**config.mk**
```make
export PLATFORM = sky130hd
export DESIGN_NAME = sico_ctrl
export DESIGN_NICKNAME = d
export VERILOG_FILES = /design/src/rtl/sico_pkg.sv /design/src/rtl/sico_ctrl.sv
export SDC_FILE = /design/constraint.sdc
export NUM_CORES = 1
export LEC_CHECK = 0
export ABC_CLOCK_PERIOD_IN_PS = 1720
export BUFFER_PORTS_ARGS = -buffer_cell sky130_fd_sc_hd__buf_2
export CORE_AREA = 4 4 41 43
export DETAILED_ROUTE_END_ITERATION = 10
export DIE_AREA = 0 0 45 47
export SLEW_MARGIN = 20
export SYNTH_ARGS = -nofsm -noshare
export SYNTH_HDL_FRONTEND = slang
export SYNTH_SLANG_ARGS = --single-unit
```
**constraint.sdc**
```tcl
create_clock -name i_clk -period 1.72 [get_ports i_clk]
set_input_delay 0.172 -clock i_clk [delete_from_list [all_inputs] [get_ports i_clk]]
set_output_delay 0.172 -clock i_clk [all_outputs]
set_load 0.02 [all_outputs]
```
**src/rtl/sico_pkg.sv**
```systemverilog
// Shared types, codes and fixed widths for the sphere-in-cylinder overlap checker.
// Used by sico_ctrl, sico_datapath and the top level; depends on nothing else.
`default_nettype none

package sico_pkg;

    // Default values for the top-level parameters.
    localparam int MAX_SPHERES_DEF = 1024;
    localparam int COORD_WIDTH_DEF = 24;

    // Fixed field widths.
    localparam int REG_W       = 23;  // tube_radius, tube_length, diameter
    localparam int CNT_REG_W   = 11;  // particle_count
    localparam int IDX_W       = 10;  // index field of an input item
    localparam int CAUSE_W     = 2;
    localparam int CFG_IDX_W   = 2;
    localparam int OUT_DATA_W  = 8;

    // Magnitudes are clamped to 2^REG_W. Any distance at or above that value is
    // already larger than the diameter and larger than half of (2*radius - diameter),
    // so the clamp never changes a comparison.
    localparam int MAG_W       = REG_W + 1;
    localparam int MAG_MAX     = 1 << REG_W;
    localparam int PROD_W      = 2 * MAG_W;
    localparam int LIM_W       = REG_W + 1;

    // Configuration register indexes.
    localparam logic [CFG_IDX_W-1:0] CFG_TUBE_RADIUS    = 2'd0;
    localparam logic [CFG_IDX_W-1:0] CFG_TUBE_LENGTH    = 2'd1;
    localparam logic [CFG_IDX_W-1:0] CFG_DIAMETER       = 2'd2;
    localparam logic [CFG_IDX_W-1:0] CFG_PARTICLE_COUNT = 2'd3;

    // Item function codes.
    localparam logic FUNC_WRITE = 1'b0;
    localparam logic FUNC_QUERY = 1'b1;

    // Result cause codes.
    localparam logic [CAUSE_W-1:0] CAUSE_NONE   = 2'd0;
    localparam logic [CAUSE_W-1:0] CAUSE_RADIAL = 2'd1;
    localparam logic [CAUSE_W-1:0] CAUSE_CAP    = 2'd2;
    localparam logic [CAUSE_W-1:0] CAUSE_SPHERE = 2'd3;

    // Reset value of the diameter register (1.0 in 8 fraction bits).
    localparam logic [REG_W-1:0] DIAMETER_RESET = 23'd256;

    typedef enum logic [2:0] {
        ST_IDLE,
        ST_WRITE,
        ST_PREP,
        ST_SQUARE,
        ST_CHECK,
        ST_SCAN,
        ST_DONE
    } t_state;

    // Commands from the controller to the datapath.
    typedef struct packed {
        logic load_item;
        logic store_wr;
        logic prep;
        logic square;
        logic check;
        logic scan_run;
        logic load_out;
    } t_dp_cmd;

    // Status from the datapath to the controller.
    typedef struct packed {
        logic wall_hit;
        logic hit;
        logic scan_done;
    } t_dp_status;

endpackage

`default_nettype wire

```
**src/rtl/sico_ctrl.sv**
```systemverilog
// Controller state machine of the overlap checker: sequences one item at a time.
// Depends on sico_pkg for the state type and the command and status structs.
`default_nettype none

module sico_ctrl (
    input  wire logic                 i_clk,
    input  wire logic                 i_rst_n,
    input  wire logic                 i_s_valid,
    input  wire logic                 i_s_func,
    output logic                      o_s_ready,
    output logic                      o_m_valid,
    input  wire logic                 i_m_ready,
    input  wire sico_pkg::t_dp_status i_status,
    output sico_pkg::t_dp_cmd         o_cmd
);
    import sico_pkg::*;

    t_state r_state;
    t_state n_state;
    logic   r_out_valid;
    logic   w_out_free;

    assign w_out_free = !r_out_valid || i_m_ready;

    always_comb begin
        n_state = r_state;
        case (r_state)
            ST_IDLE: begin
                if (i_s_valid) begin
                    n_state = (i_s_func == FUNC_QUERY) ? ST_PREP : ST_WRITE;
                end
            end
            ST_WRITE:  n_state = ST_DONE;
            ST_PREP:   n_state = ST_SQUARE;
            ST_SQUARE: n_state = ST_CHECK;
            ST_CHECK:  n_state = ST_SCAN;
            ST_SCAN: begin
                if (i_status.wall_hit || i_status.hit || i_status.scan_done) begin
                    n_state = ST_DONE;
                end
            end
            ST_DONE: begin
                if (w_out_free) begin
                    n_state = ST_IDLE;
                end
            end
            default: n_state = ST_IDLE;
        endcase
    end

    always_comb begin
        o_cmd           = '0;
        o_s_ready       = 1'b0;
        case (r_state)
            ST_IDLE: begin
                o_s_ready       = 1'b1;
                o_cmd.load_item = i_s_valid;
            end
            ST_WRITE:  o_cmd.store_wr = 1'b1;
            ST_PREP:   o_cmd.prep     = 1'b1;
            ST_SQUARE: o_cmd.square   = 1'b1;
            ST_CHECK:  o_cmd.check    = 1'b1;
            ST_SCAN:   o_cmd.scan_run = !i_status.wall_hit && !i_status.hit;
            ST_DONE:   o_cmd.load_out = w_out_free;
            default: begin
                o_s_ready = 1'b0;
            end
        endcase
    end

    always_ff @(posedge i_clk) begin
        if (!i_rst_n) begin
            r_state     <= ST_IDLE;
            r_out_valid <= 1'b0;
        end else begin
            r_state <= n_state;
            if (o_cmd.load_out) begin
                r_out_valid <= 1'b1;
            end else if (i_m_ready) begin
                r_out_valid <= 1'b0;
            end
        end
    end

    assign o_m_valid = r_out_valid;

`ifndef SYNTHESIS
    a_wall_ends_scan: assert property (@(posedge i_clk) disable iff (!i_rst_n)
        (r_state == ST_SCAN && i_status.wall_hit) |=> (r_state == ST_DONE))
        else $error("wall collision did not end the scan");

    a_accept_leaves_idle: assert property (@(posedge i_clk) disable iff (!i_rst_n)
        (r_state == ST_IDLE && i_s_valid) |=> (r_state != ST_IDLE))
        else $error("accepted item did not start processing");

    a_done_delivers: assert property (@(posedge i_clk) disable iff (!i_rst_n)
        (r_state == ST_DONE && w_out_free) |=> (r_out_valid && r_state == ST_IDLE))
        else $error("finished item was not placed in the output register");
`endif

endmodule

`default_nettype wire

```
After elaboration in Yosys (flattened, before gate mapping)
Index checks and enable logic that the tools add are counted.
{"block": "op_classes", "n_mux": 15, "eq_ne": 9, "n_reduce_logical": 10}
{"operator": "$pmux 3 s7", "n": 1}
{"operator": "$mux 1", "n": 10}
{"operator": "$eq 3x3->1 const B", "n": 3}
{"operator": "$mux 3", "n": 3}
{"operator": "$eq 3x2->1 const B", "n": 2}
{"operator": "$ne 2x2->1 const B", "n": 3}
{"operator": "$eq 3x1->1 const B", "n": 1}
{"operator": "$logic_not 1->1", "n": 3}
{"operator": "$logic_not 3->1", "n": 1}
{"operator": "$logic_or 1x1->1", "n": 3}
{"operator": "$reduce_and 3->1", "n": 1}
{"operator": "$mux 2", "n": 1}
{"operator": "$reduce_bool 2->1", "n": 1}
{"operator": "$logic_and 1x1->1", "n": 1}
{"block": "word_totals", "register_bits": 4, "output_inout_bits": 9, "inputBits": 8, "wordCells": 36}

Longest topological paths before layout
{"block": "depth", "ltp_word": 4, "ltp_mapped": 4, "mapped_depth_nobuf": 3}

Least setup slack after synthesis
OpenSTA, ideal clock, no wires.
{"block": "synth_timing", "path_type": "flip-flop to output port", "from": "register r_state[2]", "to": "output o_cmd[6] (netlist bit)", "arrival_ns": 1.355, "t_required_ns": 1.548, "path_buffers": 1, "stages_incl_launch_ff": 4, "slack_ns": 0.193, "cell_sequence": "dfxtp_1 -> buf_2 -> nor3_1 -> and2_1"}
{"item": "start: declaration", "line": "sico_ctrl.sv:18", "source": "t_state r_state;"}
{"item": "start signal: assignment", "line": "sico_ctrl.sv:76", "source": "r_state <= n_state;"}
{"item": "end: declaration", "line": "sico_ctrl.sv:14", "source": "output sico_pkg::t_dp_cmd o_cmd"}

==> results.py <==
metrics = {
    "power_and_ir_drop": {
        "leakage_nw": 0.190,
        "p_sw_frac": 0.390,
        "peakVddDrop_mv": 0.344,
        "p_clk_frac": 0.294,
        "p_int_uw": 245,
        "power_frac_seq": 0.347,
        "p_per_area_mw_per_mm2": 1020,
        "power.switching_uw": 156,
        "p_comb_frac": 0.359,
    },
    "timing": {
        "relSlewSlack": 0.792,
        "finalSetupViolCount": 0,
        "fin_skew_ps": 2.39,
        "timing.fmax_mhz": 643,
        "fin_setup_tns_ps": 0,
        "tightest_slew_ps": 311,
        "fin_crit_sh": 0.904,
        "drv_slew": 0,
        "period_needed_ps": 1560,
        "rsz0062_at_grt": "no",
        "holdWs_ps": 194,
        "hold_viol": 0,
    },
    "worst_setup_path": {
        "reg2reg_from": "r_state[1]$_SDFFE_PN0P_",
        "path_class": "flop to primary output",
        "arrival_ps": 1380,
        "worstSetupEndpointType": "primary output",
        "crit_chain": "nand2b_1 -> or2_2 -> nor2_1 -> buf_2",
        "worst_path_max_delay_cell": "dfxtp_1",
        "required_ps": 1550,
        "cp-startpoint": "r_state[2]$_SDFFE_PN0P_",
        "max_stage_delay_ps": 480,
        "start_kind": "flop",
        "worstPathMaxFanout": 10,
    },
    "global_routing": {
        "antenna_found_initial": 0,
        "grt_pass1_wl_mm": 1.23,
        "grt_usage": 0.0854,
        "grt_pass1_vias": 291,
        "overflow": 0,
        "grt_max_degree": 12,
    },
    "logic_synthesis": {
        "synthDistinctLibCells": 22,
        "avgSynthCellArea_um2": 7.16,
        "synth_xor_area_frac": 0,
        "syn_nets": 48,
        "async_flop_share": 0,
        "synth-compound-area-share": 0.245,
        "ys_seq_elements": 4,
        "yosysWarnings": 0,
        "synth_simple_gate_area_share": 0.384,
        "syn-instance-count": 40,
        "synthAdderAreaFrac": 0,
        "synth_top_family_by_area": "simple AND/OR/NAND/NOR gates",
        "synth_flop_cell": "dfxtp_1",
        "synth_edf_count": 0,
        "synth_seq_area_share": 0.279,
        "netlist_area_um2": 287,
        "synthMuxAreaShare": 0,
    },
    "clock_network": {
        "cts_tree": "done",
        "worstSkewPairLatency_ps": 230,
        "clock_path_buffers": 2,
        "h-tree-depth": 1,
        "hold_buffers": 0,
        "numClockSinks": 4,
        "cts_root_buffer": "clkbuf_4",
        "clk_pin_slew_worst_paths_ps": 40,
        "cts_buffers": 3,
    },
    "layout": {
        "fillCellCount": 156,
        "insertedDiodeCount": 0,
        "final_common_cell": "buf_2",
        "design_area_um2": 394,
        "nets": 66,
        "drive_above_1_share": 0.411,
        "final_cell_mix": "buf_2 (16), nor2_1 (4)",
        "area_growth_pct": 37.6,
    },
    "die": {
        "die_w_um": 45,
        "core_area_mm2": 0.00130,
        "io_pins": 17,
        "start_util": 0.220,
        "dieArea_mm2": 0.00212,
        "chipHeight_um": 47,
        "fp-row-count": 13,
    },
    "detailed_routing": {
        "wire_per_inst_um": 10.9,
        "firstDrtPassIters": 4,
        "remaining_drc_errors": 0,
        "first_iter_violations": 1,
        "via_count": 323,
        "viasPerCell": 4.55,
        "ant_nets": 0,
        "totalWireLength_um": 776,
    },
    "place": {
        "placed_cell_area_um2": 370,
        "dp_hpwl_um": 601,
        "place_congestion": 0.763,
        "portBuffers": 16,
    },
    "run_status": {
        "status": "completed",
    },
    "hold_path": {
        "hp-class": "input port to flop",
        "hp-start": "i_rst_n",
    },
    "run": {
        "max-cap-violations": 0,
    },
}
logic make-up after synthesis:
logic type	Yosys count
compound gates	10
buf+inv	6
flops	4
simple gates	20
synthesized netlist by cell type (2+ instances only):
cell	n	area (um^2)
nor2_1	4	15.0
nor2b_1	2	12.5
a21boi_0	2	15.0
nand2_1	3	11.3
buf_2	3	15.0
nand2b_1	2	12.5
dfxtp_1	4	80.1
nor3_1	3	15.0
inv_1	3	11.3
o21ai_0	2	10.0
worst paths after layout:
path	end	slack (ps)	depth (start not counted)
setup / recovery	o_cmd[0]	160	4
hold / removal	r_state[1]$_SDFFE_PN0P_	190	3
setup reg to reg	r_state[1]$_SDFFE_PN0P_	390	3
hold reg to reg	r_state[1]$_SDFFE_PN0P_	580	2
state kept, by name (all words and copies together), names as in the netlist:
signal and cells:
o_m_valid 1, r_state 3
metal layers:
layer,global-route usage,vias up,share of wire
met5,0,-,0
met2,0.110,10,0.45
met4,0.105,0,0.027
li1,-,173,-
met1,0.0957,138,0.45
met3,0.0345,2,0.073
repair_timing:
action                                  4_1_cts  5_1_grt
endpoints found under the setup margin        0        1
resized for setup                             0        1
endpoints found under the hold margin         0        0
buffers inserted                              0        0
area by class of cell:
cell class / instances / area [um^2] / share of cell area
Clock buffer: 3 / 22.5 / 0.0571
Sequential cell: 4 / 81.3 / 0.206
Inverter: 3 / 11.3 / 0.0286
Timing Repair Buffer: 16 / 80.1 / 0.203
Multi-Input combinational cell: 30 / 180 / 0.457
Tap cell: 15 / 18.8 / 0.0476
power groups by stage:
stage | clock network [mW] | logic (mW) | registers (mW)
after global placement | 0 | 0.145 | 0.139
after floorplan | 0 | 0.129 | 0.112
after CTS | 0.127 | 0.146 | 0.137
after global routing | 0.132 | 0.159 | 0.144
after detailed placement | 0 | 0.145 | 0.139
final | 0.118 | 0.144 | 0.139
stage by stage:
| step | std cells | util | setup WS, ps | power, mW |
|---|---|---|---|---|
| 2_1_floorplan | 40 | - | 193 | 0.241 |
| 3_3_place_gp | 68 | 0.285 | 350 | 0.284 |
| 3_5_place_dp | 68 | 0.285 | 329 | 0.284 |
| 4_1_cts | 71 | 0.302 | 64.0 | 0.410 |
| 5_1_grt | 71 | 0.303 | 39.8 | 0.434 |
| 6_report | 71 | 0.303 | 165 | 0.401 |
worst max-delay path, delay by kind of cell (launching register included):
kind	cells	cell delay, ps
and+or+nand+nor	3	510
DFF	1	480
buffers and inverters	1	160
(Power assumes the default switching activity.)
